## src/rtl/core/hgfs_pkg.sv

```systemverilog
// ----------------------------------------------------------------------------
// hgfs_pkg
// Shared widths, hash constants and helpers for the frequency sketch.
// ----------------------------------------------------------------------------
package hgfs_pkg;

  localparam int KEY_W   = 32;
  localparam int CNT_W   = 32;
  localparam int ENTRY_W = KEY_W + CNT_W;
  localparam int RND_W   = 31;
  localparam int FREQ_W  = 31;
  localparam int BETA_W  = 18;
  localparam int LIGHT_W = 5;
  localparam int P_W     = 47;   // power of beta, Q16.16, integer part <= 2^31-1
  localparam int NP_W    = 50;   // one product step before the range check
  localparam int DIV_W   = 32;
  localparam int PADDR_W = 3;
  localparam int PDATA_W = 32;

  // Murmur3 x86_32 constants for a single four-byte block
  localparam logic [31:0] HASH_SEED = 32'd123;
  localparam logic [31:0] MUR_C1    = 32'hcc9e2d51;
  localparam logic [31:0] MUR_C2    = 32'h1b873593;
  localparam logic [31:0] MUR_C3    = 32'h85ebca6b;
  localparam logic [31:0] MUR_C4    = 32'hc2b2ae35;
  localparam logic [31:0] MUR_ADD   = 32'he6546b64;
  localparam logic [31:0] MUR_LEN   = 32'd4;

  localparam logic [LIGHT_W-1:0] LIGHT_MAX        = 5'd16;
  localparam logic [FREQ_W-1:0]  FREQ_MAX         = 31'h7fffffff;
  localparam logic [P_W-1:0]     ONE_Q16          = 47'd65536;
  localparam logic [BETA_W-1:0]  DECAY_BASE_RESET = 18'd70779;

  // register index decoded from paddr[2]
  localparam logic [0:0] REG_DECAY_BASE = 1'b0;

  localparam logic       REQ_INSERT = 1'b0;

  typedef logic [KEY_W-1:0]  key_t;
  typedef logic [CNT_W-1:0]  cnt_t;
  typedef logic [DIV_W-1:0]  div_word_t;

  function automatic logic [31:0] rotl32(input logic [31:0] x, input int unsigned r);
    return (x << r) | (x >> (32 - r));
  endfunction

endpackage

```

## src/rtl/core/hgfs_divider.sv

```systemverilog
// ----------------------------------------------------------------------------
// hgfs_divider
// Restoring remainder unit, one quotient bit per cycle.
// ----------------------------------------------------------------------------
module hgfs_divider (
  input  logic                          clk,
  input  logic                          rst,
  input  logic                          start,
  input  logic [hgfs_pkg::DIV_W-1:0]    dividend,
  input  logic [hgfs_pkg::DIV_W-1:0]    divisor,
  output logic                          done,
  output logic [hgfs_pkg::DIV_W-1:0]    remainder
);
  import hgfs_pkg::*;

  logic                        busy;
  logic [$clog2(DIV_W)-1:0]    step;
  logic [DIV_W-1:0]            shift;
  logic [DIV_W-1:0]            dvsr;
  logic [DIV_W:0]              trial;

  assign trial = {remainder, shift[DIV_W-1]};

  // shift in one dividend bit, subtract when it fits
  always_ff @(posedge clk) begin
    if (rst) begin
      busy <= 1'b0;
      done <= 1'b0;
      step <= '0;
    end else begin
      done <= 1'b0;
      if (start) begin
        busy      <= 1'b1;
        step      <= '0;
        shift     <= dividend;
        dvsr      <= divisor;
        remainder <= '0;
      end else if (busy) begin
        shift <= shift << 1;
        if (trial >= {1'b0, dvsr}) begin
          remainder <= DIV_W'(trial - {1'b0, dvsr});
        end else begin
          remainder <= trial[DIV_W-1:0];
        end
        step <= step + 1'b1;
        if (step == $clog2(DIV_W)'(DIV_W - 1)) begin
          busy <= 1'b0;
          done <= 1'b1;
        end
      end
    end
  end
endmodule

```

## config.mk

```make
export PLATFORM = sky130hd
export DESIGN_NAME = hgfs_divider
export DESIGN_NICKNAME = d
export VERILOG_FILES = /design/src/rtl/core/hgfs_pkg.sv /design/src/rtl/core/hgfs_divider.sv
export SDC_FILE = /design/constraint.sdc
export NUM_CORES = 1
export LEC_CHECK = 0
export ABC_AREA = 1
export BUFFER_PORTS_ARGS = -buffer_cell sky130_fd_sc_hd__buf_2
export CAP_MARGIN = 20
export CORE_ASPECT_RATIO = 1.1
export CORE_MARGIN = 1
export CORE_UTILIZATION = 35
export DETAILED_ROUTE_END_ITERATION = 12
export GPL_TIMING_DRIVEN = 0
export RECOVER_POWER = 100
export SYNTH_ARGS = -nofsm -noshare
export SYNTH_HDL_FRONTEND = slang
export SYNTH_SLANG_ARGS = --single-unit
```

## constraint.sdc

```tcl
create_clock -name clk -period 3.45 [get_ports clk]
set_input_delay 0 -clock clk [delete_from_list [all_inputs] [get_ports clk]]
set_output_delay 0 -clock clk [all_outputs]
set_load 0.05 [all_outputs]
```

==> reports/results.tsv <==
metric	value	unit
outcome	finished with violations	
violations	capacitance limit, slew limit	
synth_area_per_cell	7.36	µm²
avgRoutedWirePerCell	13.2	µm
fin_nets	1224	
placed_cell_area	7830	µm²
fp.dieW	137	µm
synth_nets	1049	
grt_busiest_layer	met2	
postCtsSetupBuffers	0	
hp-start	rst	
postCtsHoldBufs	64	
numPortBuffers	98	
worstReg2RegStart	remainder[22]$_SDFFCE_PP0P_	
drive_above_1_share	0.100	
ctsHtreeMaxLevel	3	
critPathKind	reg2reg	
period_share	0.838	
cts_sinks	103	
synth_edf_count	96	
clk_transition_reported_paths	0.08	ns
slew_violations	16	
first_pass_iters	4	
synth_top_family_by_area	simple AND/OR/NAND/NOR gates	
pin_count	100	
clkLatencyLatePin	0.36	ns
cts_buffers	9	
worstSetupEndpointType	register	
yosysMostFrequentCell	nand2_1	
antenna_found_initial	0	
root_buffer	clkbuf_16	
yosys.area.top_type	edfxtp_1	
cellPowerDensity	442	nW/µm²
gr-total-overflow	0	
min_to	busy$_SDFF_PP0_	
timing.hold.ws	0.0183	ns
reg2reg_to	remainder[27]$_SDFFCE_PP0P_	
use_met3	0.0373	
p_leak	4.41	nW
fin_tns_setup	0	ns
die_area	20500	µm²
fin_util	0.451	
synthAdderAreaFrac	0.0639	
synth_area	6970	µm²
use_met1	0.240	
worstRegToRegCells	13	
final_cell_area	8700	µm²
num-fill-cells	1994	
multiInputGateArea	3180	µm²
synth-simple-area-share	0.355	
ys_seq_area_frac	0.434	
synthXorXnorAreaFrac	0.0176	
drt_iter0_markers	323	
cap_violations	1	
ir_drop	246	µV
initial_utilization	0.361	
crit_slowest_cell	clkbuf_1	
finalPower	3.85	mW
via_count	6145	
crit_chain	ha_1 -> nand2_2 -> inv_1 -> nand2_1 -> nand2_1 -> inv_1 -> nand2_1 -> nand2_1 -> nand3_1 -> a21oi_1 -> clkbuf_1 -> nor2_1 -> nor2_1	
regArea	3020	µm²
cp.required	3.67	ns
grt_pass1_wl	29700	µm
sw_frac_of_total	0.352	
synth_cells	947	
clockBufferDepth	2	
switchingPower	1.35	mW
fin_crit	2.89	ns
start_kind	register	
hold_violations	0	
routed_wirelength	18100	µm
synth_cell_types	32	
hold_depth	4	
gp_congestion	0.893	
p_comb_frac	0.319	
antenna_cells	0	
cts_tree	yes	
rsz0062_at_grt	no	
maxSlewHeadroom	-0.0721	
cts_resized	0	
core-area	19300	µm²
cp_max_fo	10	
cp_common_cell	nand2_1	
grt.met2_usage	0.316	
max_freq	346	MHz
grt_max_degree	34	
critical-path-max-stage-delay	0.58	ns
viasPerCell	4.47	
min-delay-path-class	in2reg	
muxShareOfSynthArea	0	
synth-compound-area-share	0.0226	
p_int	2.49	mW
finalSetupViolations	0	
p_clk_frac	0.282	
drc	0	
chipHeight	150	µm
yosys_register_bits	103	
grt_usage	0.189	
ys_warn_count	0	
synth_common_cells	nand2_1 (375), inv_1 (161), nor2_1 (98), edfxtp_1 (96), ha_1 (34)	
yosys.area.top_type_share	0.413	
async_flop_share	0	
seqPwrFrac	0.399	
synth.area.top_cells	edfxtp_1 (41%), nand2_1 (20%), inv_1 (8.7%)	
synthFlopType	edfxtp_1	
area_growth_syn_to_layout	24.8	%
cp.arrival	3.11	ns
fin_worst_skew	0.0105	ns
r2r_slack	0.56	ns
row_count	53	
final_antenna_net_count	0	
post-dp-hpwl	13600	µm
grt_pass1_vias	6108	
worstMarginPinSlew	1.60	ns
==> registers in the layout (all words and copies together) (netlist names) <==
register / flops
busy: 1
done: 1
dvsr: 32
shift: 32
remainder: 32
step: 5
==> stage by stage <==
| stage | std cells | setup slack [ns] |
|---|---|---|
| after floorplan | 947 | 1.03 |
| after global placement | 1292 | -0.227 |
| after detailed placement | 1294 | 0.907 |
| after CTS | 1374 | 0.864 |
| after global routing | 1374 | 0.385 |
| final | 1374 | 0.560 |
==> worst max-delay path by stage <==
stage	start	to	slack, ns
floorplan	start	dvsr[0]$_DFFE_PP_	1.03
global placement	start	dvsr[14]$_DFFE_PP_	-0.23
detailed placement	remainder[22]$_SDFFCE_PP0P_	remainder[23]$_SDFFCE_PP0P_	0.91
CTS	remainder[22]$_SDFFCE_PP0P_	remainder[23]$_SDFFCE_PP0P_	0.86
global route	remainder[22]$_SDFFCE_PP0P_	remainder[27]$_SDFFCE_PP0P_	0.39
finish	remainder[22]$_SDFFCE_PP0P_	remainder[27]$_SDFFCE_PP0P_	0.56
==> power by group through the flow <==
stage	combinational (mW)	clock (mW)	sequential (mW)
after floorplan	0.751	0	1.69
after global routing	1.38	1.14	1.55
final	1.23	1.09	1.53
after global placement	1.17	0	1.56
after CTS	1.25	1.11	1.53
after detailed placement	1.19	0	1.56
==> cell usage in the layout, fill, tap and decap left out, drive strengths merged <==
cell type      n
nand2        384
inv          167
nor2         107
edfxtp        96
buf           74
dlygate4sd3   64
clkbuf        59
ha            34
nand3b        31
nand3         30
a21oi         24
xor2          13
nor3          13
and2          11
dfxtp          7
nand4          3
a21o           2
or2            2
o21ai          1
xnor2          1
a31oi          1
fa             1
clkinv         1
clkinvlp       1
==> layer usage <==
metal | vias to the layer above | share of wire | wire, µm
met5 | - | 0 | 0
met4 | 0 | 0.027 | 487
met3 | 25 | 0.047 | 851
met2 | 129 | 0.46 | 8330
met1 | 2725 | 0.47 | 8430
li1 | 3266 | - | -
==> cells by family after synthesis <==
kind of cell	Yosys count
xor+xnor	14
buf+inv	186
fa+ha+maj	35
simple gates	581
flops	103
compound gates	28
==> critical path: cells and delay by family (launching register included) <==
| family | cells | cell delay [ns] |
|---|---|---|
| fa+ha+maj | 1 | 0.45 |
| flops | 1 | 0.50 |
| compound gates | 1 | 0.37 |
| buf+inv | 3 | 0.67 |
| simple gates | 8 | 0.75 |
==> layout make-up <==
| type | count | share of cell area |
|---|---|---|
| clock inverter | 4 | 0.00374 |
| tap | 247 | 0.0355 |
| clock buffer | 12 | 0.0321 |
| timing repair buffer | 164 | 0.131 |
| inverter | 165 | 0.0712 |
| sequential | 103 | 0.347 |
| multi-input combinational | 658 | 0.365 |
| buffer | 21 | 0.0144 |
Note: power is estimated with default switching activity, not from simulation.
