## config.mk

```make
export PLATFORM = sky130hd
export DESIGN_NAME = hgfs_ram
export DESIGN_NICKNAME = d
export VERILOG_FILES = /design/src/rtl/core/hgfs_ram.sv
export SDC_FILE = /design/constraint.sdc
export NUM_CORES = 1
export LEC_CHECK = 0
export BUFFER_PORTS_ARGS = -buffer_cell sky130_fd_sc_hd__buf_4
export CORE_ASPECT_RATIO = 0.9
export CORE_MARGIN = 2
export CORE_UTILIZATION = 60
export CTS_BUF_LIST = sky130_fd_sc_hd__clkbuf_16
export DETAILED_ROUTE_END_ITERATION = 12
export GPL_ROUTABILITY_DRIVEN = 0
export GPL_TIMING_DRIVEN = 0
export PLACE_DENSITY = 0.78
export SYNTH_ARGS = -nofsm -noshare
export SYNTH_HDL_FRONTEND = slang
export SYNTH_SLANG_ARGS = --single-unit
```

## constraint.sdc

```tcl
create_clock -name clk -period 6.2 [get_ports clk]
set_input_delay 0.62 -clock clk [delete_from_list [all_inputs] [get_ports clk]]
set_output_delay 0.62 -clock clk [all_outputs]
set_load 0.01 [all_outputs]
```

## src/rtl/core/hgfs_ram.sv

```systemverilog
// ----------------------------------------------------------------------------
// hgfs_ram
// Generic single-port synchronous RAM with registered read data.
// ----------------------------------------------------------------------------
module hgfs_ram #(
  parameter int WIDTH = 32,
  parameter int DEPTH = 16
) (
  input  logic                                      clk,
  input  logic                                      we,
  input  logic [(DEPTH > 1 ? $clog2(DEPTH) : 1)-1:0] addr,
  input  logic [WIDTH-1:0]                          wdata,
  output logic [WIDTH-1:0]                          rdata
);
  logic [WIDTH-1:0] mem [DEPTH];

  // write and read one row per cycle
  always_ff @(posedge clk) begin
    if (we) begin
      mem[addr] <= wdata;
    end
    rdata <= mem[addr];
  end
endmodule

```

==> results.md, run 1 <==
Status:
- The flow ran to the end, and the final reports show no timing, DRC or antenna violations.

Logic synthesis:
- Yosys instantiated no cell more often than edfxtp_1.
- In the post-synthesis netlist, the biggest area contributors are edfxtp_1, mux4_2, dfxtp_1, a22oi_1, nand2_1.
- The proportion of register bits with asynchronous set or reset after synthesis is 0.
- Counting flops and latches in the post-synthesis netlist gives 544.
- The Yosys step of the flow raised 0 warnings.
- After synthesis, the mean cell area works out to 23.6 µm².
- By count the netlist is led by edfxtp_1, mux4_2, a22oi_1.
- The gate count of the mapped netlist is 840.
- The share of synthesized area in the top cell type comes to 0.774.
- In this run, synthesis inferred 512 flip-flops with an integrated enable.
- The most used flip-flop cell after synthesis is edfxtp_1.
- The share of the yosys chip area belonging to registers is 0.806.
- The number of nets produced by synthesis is 878.
- In this run the cell area of the synthesized design comes to 19900 µm².
- After synthesis, the netlist uses 17 different library cells.
- The biggest area consumer among synthesized cells is edfxtp_1.

CTS:
- The TritonCTS buffer count is 50.
- In this run, post-CTS hold repair placed 0 buffers.
- The CTS root buffer is clkbuf_16.
- Clock latency on the worst-skew pair, taken at its later pin, is 0.57 ns.
- In this run the deepest clock path goes through 3 buffers.
- The number of instances resized during post-cts repair is 0.
- After clock tree synthesis, the clock-pin slew on the worst setup and hold paths is about 0.06 ns.
- TritonCTS built the clock tree.
- The deepest level of the CTS H-tree is 2.
- The post-CTS setup-driven buffer insertion count is 0.
- CTS saw 544 sinks.

Global routing:
- For this run, the total global-route usage over all layers was measured as 0.274.
- The number of antenna violations at the first check in global routing is 1.
- The maximum number of pins on one net before global-route repair is 23.
- The first-pass GRT wire length is 67400 µm.
- The via count of the first global-routing pass came to just over 10000.
- Global routing finished with a remaining overflow of 0.

Timing:
- The final worst clock skew is between 0.02 and 0.025 ns.
- The total count of max-transition violations in the final report is 0.
- The final cycle utilization of the critical path is 0.457.
- For the pin with the worst max-slew slack, the measured transition is 0.977 ns.
- The post-route worst hold slack is around 0.34 ns.
- The final setup violation count is 0.
- Setup repair after global routing left no endpoint under its margin.
- The count of final hold-check violations is 0.
- The worst pin sits at a relative slew slack of 0.345.
- Derived from the worst setup path, the maximum achievable clock frequency is 353 MHz.
- The time the worst path needs with I/O delays and setup is 2.83 ns.

Setup path:
- The category of the worst setup path launch point is an input pin.
- Walking the worst path, the cells encountered are buf_2 > buf_4 > clkbuf_1 > nand2_1 > nor2_4 > buf_16.
- The cell with the largest stage delay on the worst path is nor2_4.
- The type of destination of the critical path is a flip-flop.
- The capture instance of the worst register-to-register path is rdata[0].
- The largest stage delay on the critical path is between 0.7 and 0.8 ns.
- The worst setup path is of the in2reg kind.
- The worst register-to-register path begins at mem[3][0].
- The required time of the critical path is 6.46 ns.
- The path depth of the worst reg2reg path is 3.
- Of all nets on the critical path, the largest fanout is 18.
- Across all register-to-register paths, the minimum setup slack is 4.69 ns.
- The arrival time of data at the critical path endpoint is just over 3 ns.

Flow run:
- Max-cap violations in this run came to 0.

Route:
- Dividing the detail-routed wire length by the instance count gives 31.5 µm.
- In the routed design, unresolved DRC markers number 0.
- The routed design has 45600 µm of wire.
- The number of antenna-violating nets in the routed design is 0.
- In the routed layout, each cell is associated on average with a via count of 6.72.
- The first routing iteration left 1093 violations.
- The detailed router placed slightly below 10000 vias in this run.
- For this run, the detailed router's first-pass iteration total came to 5.

Die:
- In this run the horizontal extent of the chip is 196 µm.
- The overall die area is 34600 µm².
- The I/O pin count is 70.
- The die span in y is 177 µm.
- The effective utilization at floorplan is 0.606.
- The total area inside the core boundary comes to 32800 µm².
- The number of placement rows is 63.

Cells and area:
- Compared with the post-synthesis result, the final layout area differs by 16.4%.
- After the last flow step, the layout net total stands at between 1000 and 1500.
- The fraction of final layout cells with drive strength greater than 1 is 0.316.
- Once layout is complete, the utilization of the core stands at 0.705.

Power:
- The power density over the cells is around 330 nW/µm².
- The static leakage is 7.54 nW.
- Across the VDD grid, the largest voltage drop is between 0.2 and 0.3 mV.

Min path:
- The path with the worst hold slack has its endpoint at mem[6][26].
- Along the worst hold path, the cell count comes to 1.
- The worst hold path belongs to the class in2reg.
- In this run the most critical hold path is launched from wdata[26].

Place:
- The count of buffers from port buffering is between 60 and 70.
- After legalization and detailed placement, the total HPWL measured 25600 µm.
-- state kept, by name (all words and copies together) (netlist names) --
register	flops
rdata	32
mem	512
-- cells in the final DEF, fill, tap and decap left out --
cell type,netlist,routed
or3b_2,1,1
mux4_2,128,128
buf_4,1,69
buf_8,0,2
and2_1,1,1
inv_1,0,16
nand2_1,33,33
clkbuf_1,27,27
nor2_4,0,12
clkinv_1,0,7
buf_12,0,5
nor3_2,0,4
clkbuf_16,0,51
nand3b_1,2,2
nand2b_1,2,2
clkinv_8,0,2
buf_2,11,11
diode_2,0,1
dfxtp_1,32,32
nor2_1,13,1
bufinv_16,0,8
buf_6,6,16
nand3_1,1,1
a22oi_1,64,64
clkinv_2,0,8
nor2b_1,2,2
edfxtp_1,512,512
buf_16,0,7
-- kinds of logic (layout without fill, tap and decap cells) --
group	Yosys count	after routing	share of synthesized area
flip-flops	544	544	0.806
multiplexers	128	128	0.145
AO/OA/AOI/OAI	64	64	0.0242
AND/OR/NAND/NOR	59	59	0.0127
buffers and inverters	45	229	0.0117
other	0	1	0
-- metrics by stage --
| step | power, mW | setup TNS [ns] | worst slack, ns | cells | cell area (µm²) |
|---|---|---|---|---|---|
| 2_1_floorplan | 4.42 | 0 | 2.34 | 840 | 19900 |
| 4_1_cts | 7.71 | 0 | 3.44 | 1446 | 23100 |
| 6_report | 7.68 | 0 | 3.37 | 1447 | 23100 |
| 3_3_place_gp | 4.59 | -26.68 | -0.379 | 1329 | 20900 |
| 3_5_place_dp | 4.62 | 0 | 2.96 | 1354 | 21400 |
| 5_1_grt | 7.87 | 0 | 3.30 | 1446 | 23100 |
-- worst max-delay path: cells and delay by family --
family / cells / cell delay (ns)
buffers and inverters: 4 / 1.28
AND/OR/NAND/NOR: 2 / 1.16
-- how the worst max path moves through the flow --
stage | slack, ns | startpoint | end
after global placement | -0.38 | addr[1] | mem[12][16]
after CTS | 3.44 | addr[1] | mem[15][8]
after global routing | 3.30 | addr[1] | mem[11][6]
final | 3.37 | addr[1] | mem[11][9]
after floorplan | 2.34 | addr[1] | mem[0][0]
after detailed placement | 2.96 | addr[1] | mem[15][15]
-- layout make-up --
type	instances	area, µm²
sequential	544	16000
timing repair buffer	92	946
clock buffer	51	1280
tap	422	528
buffer	45	231
multi-input combinational	251	3730
antenna	1	2.50
clock inverter	41	399
fill	1858	9670
-- layer usage --
| metal | global-route usage | wire, µm | vias up |
|---|---|---|---|
| met5 | 0 | 0 | - |
| met1 | 0.372 | 17100 | 5066 |
| li1 | - | - | 3866 |
| met3 | 0.0490 | 4190 | 144 |
| met4 | 0.120 | 1910 | 0 |
| met2 | 0.449 | 22500 | 652 |
-- power breakdown --
group	switching (mW)	leakage, nW	internal [mW]
combinational	0.239	1.76	0.175
sequential	0.0265	4.89	4.11
clock	1.31	0.883	1.82
No activity file was read; power rests on OpenSTA's default activity.
==> inputs of run 2 (changes only) <==
--- a/config.mk
+++ b/config.mk
@@ -8,12 +8,12 @@
 export BUFFER_PORTS_ARGS = -buffer_cell sky130_fd_sc_hd__buf_4
 export CORE_ASPECT_RATIO = 0.9
 export CORE_MARGIN = 2
-export CORE_UTILIZATION = 60
+export CORE_UTILIZATION = 55
 export CTS_BUF_LIST = sky130_fd_sc_hd__clkbuf_16
 export DETAILED_ROUTE_END_ITERATION = 12
 export GPL_ROUTABILITY_DRIVEN = 0
 export GPL_TIMING_DRIVEN = 0
-export PLACE_DENSITY = 0.78
+export PLACE_DENSITY = 0.75
 export SYNTH_ARGS = -nofsm -noshare
 export SYNTH_HDL_FRONTEND = slang
 export SYNTH_SLANG_ARGS = --single-unit
==> constraint.sdc (replaced) <==
create_clock -name clk -period 2.6 [get_ports clk]
set_input_delay 0.26 -clock clk [delete_from_list [all_inputs] [get_ports clk]]
set_output_delay 0.26 -clock clk [all_outputs]
set_load 0.01 [all_outputs]
==> run 2 against run 1 <==
Sequential share of layout area down 0.65 points. Clock skew decreased by 0.012 ns. Cell count increased by 5.7%. Sequential power grew 140%. Global-route usage is 4.2 points lower. Hold slack worse by 0.33 ns. Critical endpoint is now mem[14][11]. Largest power group unchanged.
==> results.md, run 2 (synthesis results as in run 1) <==
Place:
- The post-placement worst setup slack is -0.273 ns.
- Summed over all nets, the half-perimeter wirelength after detailed placement is roughly 25000 µm.
- Input and output buffers added on the ports amount to 67.
- The placed instances occupy a cell area of around 21000 µm².

Route:
- In the routed layout, each cell is associated on average with a via count of 6.17.
- Summing over every cut layer, the via total after detailed routing is 9430.
- After detailed routing, the average wire length per cell comes to 27.8 µm.
- The final wirelength is between 40000 and 50000 µm.
- In the routed design, unresolved DRC markers number 0.
- The first routing iteration left 1097 violations.
- The length of the first detailed-routing pass in iterations is 5.
- The detail route stage leaves a number of antenna-violating nets equal to 0.

Timing:
- The relative max-transition margin is 0.305.
- The time the worst path needs with I/O delays and setup is 2.31 ns.
- The total count of max-transition violations in the final report is 0.
- The post-route worst hold slack is 0.0158 ns.
- The slew of the pin with the lowest slew margin is ~1.0 ns.
- Setup violations remaining at the end of the flow were counted as 0.
- Across the routed clock network, the largest skew measured is 0.00971 ns.
- In the finished design, the share of the clock period the worst path needs comes to 0.887.
- The count of final hold-check violations came to 0.
- Setup total negative slack on the finished layout was measured at 0 ns.
- Setup repair after global routing left no endpoint under its margin.
- Once routing completed, OpenROAD measured the worst setup slack at 0.293 ns.
- The upper clock frequency limit is 433 MHz.

Global routing:
- After global routing the overflow that remains totals 0.
- The number of antenna violations at the first check in global routing is 1.
- The via count of the first global-routing pass is 9819.
- The maximum number of pins on one net before global-route repair is 25.
- The first global-routing pass estimated approximately 63000 µm of wire.
- The overall routing resource usage is 0.232.

CTS:
- TritonCTS built the clock tree.
- In this run, post-CTS repair resized a total of 0 instances.
- The deepest level of the CTS H-tree is 2.
- The TritonCTS buffer count is 51.
- Clock-pin slew was measured on the worst setup and hold paths at roughly 0.060 ns.
- In this run the clock root is driven by a clkbuf_16.
- The clock reaches the later pin of the worst-skew pair after 0.56 ns.
- The maximum buffer depth of the clock tree is 3.
- Counting every sink on the clock net gives 544.

Power:
- Cell internal power was estimated by the tool at between 10 and 15 mW.
- The net switching component of the power is 3.65 mW.
- The sequential power share is 0.549.
- The clock network fraction of total power is 0.395.
- The static leakage is 7.60 nW.
- The fraction of power consumed by combinational cells is 0.055.
- The power density over the cells is approximately 770 nW/µm².
- The switching part of the total is 0.204.
- The worst-case IR drop observed on VDD is 0.561 mV.
- The design draws 17.9 mW.

Setup path:
- The arrival time of data at the critical path endpoint is 2.57 ns.
- The worst setup path is launched from an input pin.
- The largest stage delay on the critical path is approximately 0.68 ns.
- The critical path crosses 6 cells after its start point.
- The type of the setup path with the least slack is in2reg.
- The path depth of the worst reg2reg path is 3.
- The type of destination of the critical path is a flip-flop.
- The worst path buffer plus inverter count is 4.
- Broken down by cell family, the worst path's largest delay share belongs to buffers and inverters.
- In this run the worst path has a maximum fanout of 17.
- The required time of the critical path is 2.86 ns.
- The slowest stage of the critical path is the nor2_4 cell.
- The critical path goes through buf_2 > buf_4 > clkbuf_1 > nand2b_1 > nor2_4 > buf_16.

Die:
- Pin placement for this block handled 70 I/O pins.
- The floorplan step defined a core boundary enclosing 35800 µm².
- The overall die width is 204 µm.
- The floorplan has 66 rows.
- The floorplan step defined a die boundary enclosing 37700 µm².
- The initial utilization of the core area, before any placement, comes to 0.554.
- The die span in y is 184 µm.

Min path:
- Counting instances, the worst hold path has a depth of 1.
- The path class of the tightest hold or removal check is in2reg.

Flow run:
- Max-cap violations in this run came to 0.

Cells and area:
- In the layout the commonest cells are edfxtp_1, mux4_2, buf_4.
- The cell area after layout is 23300 µm².
- The register bank with the most flops is mem.
- The largest registers in the layout are mem: 512 flops, rdata: 32 flops.
- The flip-flop count of the largest register after layout is 512.
- The count of fill cells added during filler insertion is 2284.
- The most frequent standard cell in the layout excluding fill and tap cells is edfxtp_1.
- The fraction of final layout cells with drive strength greater than 1 is 0.303.
- Relative to the synthesized area, the layout overhead comes to 17.5%.
- The final net count is 1048.

Status:
- The run finished with clean final reports.
run 2: changes by cell type in the layout (fill, tap and decap cells not counted), moves of 2 or more:
cell,delta
clkinv_1,+7
buf_12,+4
buf_16,-4
dlygate4sd3_1,+25
clkinv_8,-2
clkbuf_16,+2
bufinv_16,-4
run 2: final timing paths:
check,slack (ns),start,end
max reg2reg,1.23,mem[11][8],rdata[8]
min,0.02,wdata[12],mem[3][12]
max,0.29,addr[1],mem[14][11]
min reg2reg,0.68,mem[6][11],rdata[11]
run 2: metal layers:
metal / part of all wire / global-route usage / wire length [µm]
met2: 0.51 / 0.402 / 21900
met3: 0.076 / 0.0377 / 3240
met5: 0 / 0 / 0
met1: 0.39 / 0.313 / 16400
met4: 0.022 / 0.0548 / 934
run 2: worst register-to-register path, delay by kind of cell (launching register included):
family / cells / cell delay, ns
muxes: 1 / 0.48
AOI/OAI and AO/OA: 1 / 0.31
and+or+nand+nor: 1 / 0.08
DFF: 1 / 0.38
run 2: cell type report:
| type | instances | area [µm²] | share of cell area |
|---|---|---|---|
| sequential | 544 | 16000 | 0.686 |
| multi-input combinational | 251 | 3730 | 0.160 |
| clock buffer | 53 | 1330 | 0.0568 |
| timing repair buffer | 117 | 1170 | 0.0503 |
| tap | 476 | 596 | 0.0255 |
| clock inverter | 42 | 272 | 0.0116 |
| buffer | 45 | 231 | 0.00992 |
| antenna | 1 | 2.50 | 0.000107 |
run 2: metrics by stage:
stage / cells / utilization
finish: 1529 / 0.651
global route: 1529 / 0.651
CTS: 1528 / 0.651
detailed placement: 1408 / 0.600
global placement: 1383 / 0.586
floorplan: 840 / -
run 2: power groups by stage:
stage | combinational [mW] | sequential, mW | clock [mW]
2_1_floorplan | 0.477 | 10.1 | 0
3_3_place_gp | 0.905 | 10.0 | 0
3_5_place_dp | 0.966 | 10.0 | 0
4_1_cts | 1.00 | 9.86 | 7.20
5_1_grt | 1.06 | 9.87 | 7.53
6_report | 0.992 | 9.86 | 7.10
run 2: what timing repair did:
action | CTS | global route
setup buffers | 0 | 0
endpoints found under the hold margin | 363 | 0
hold buffers | 25 | 0
endpoints found under the setup margin | 0 | 0
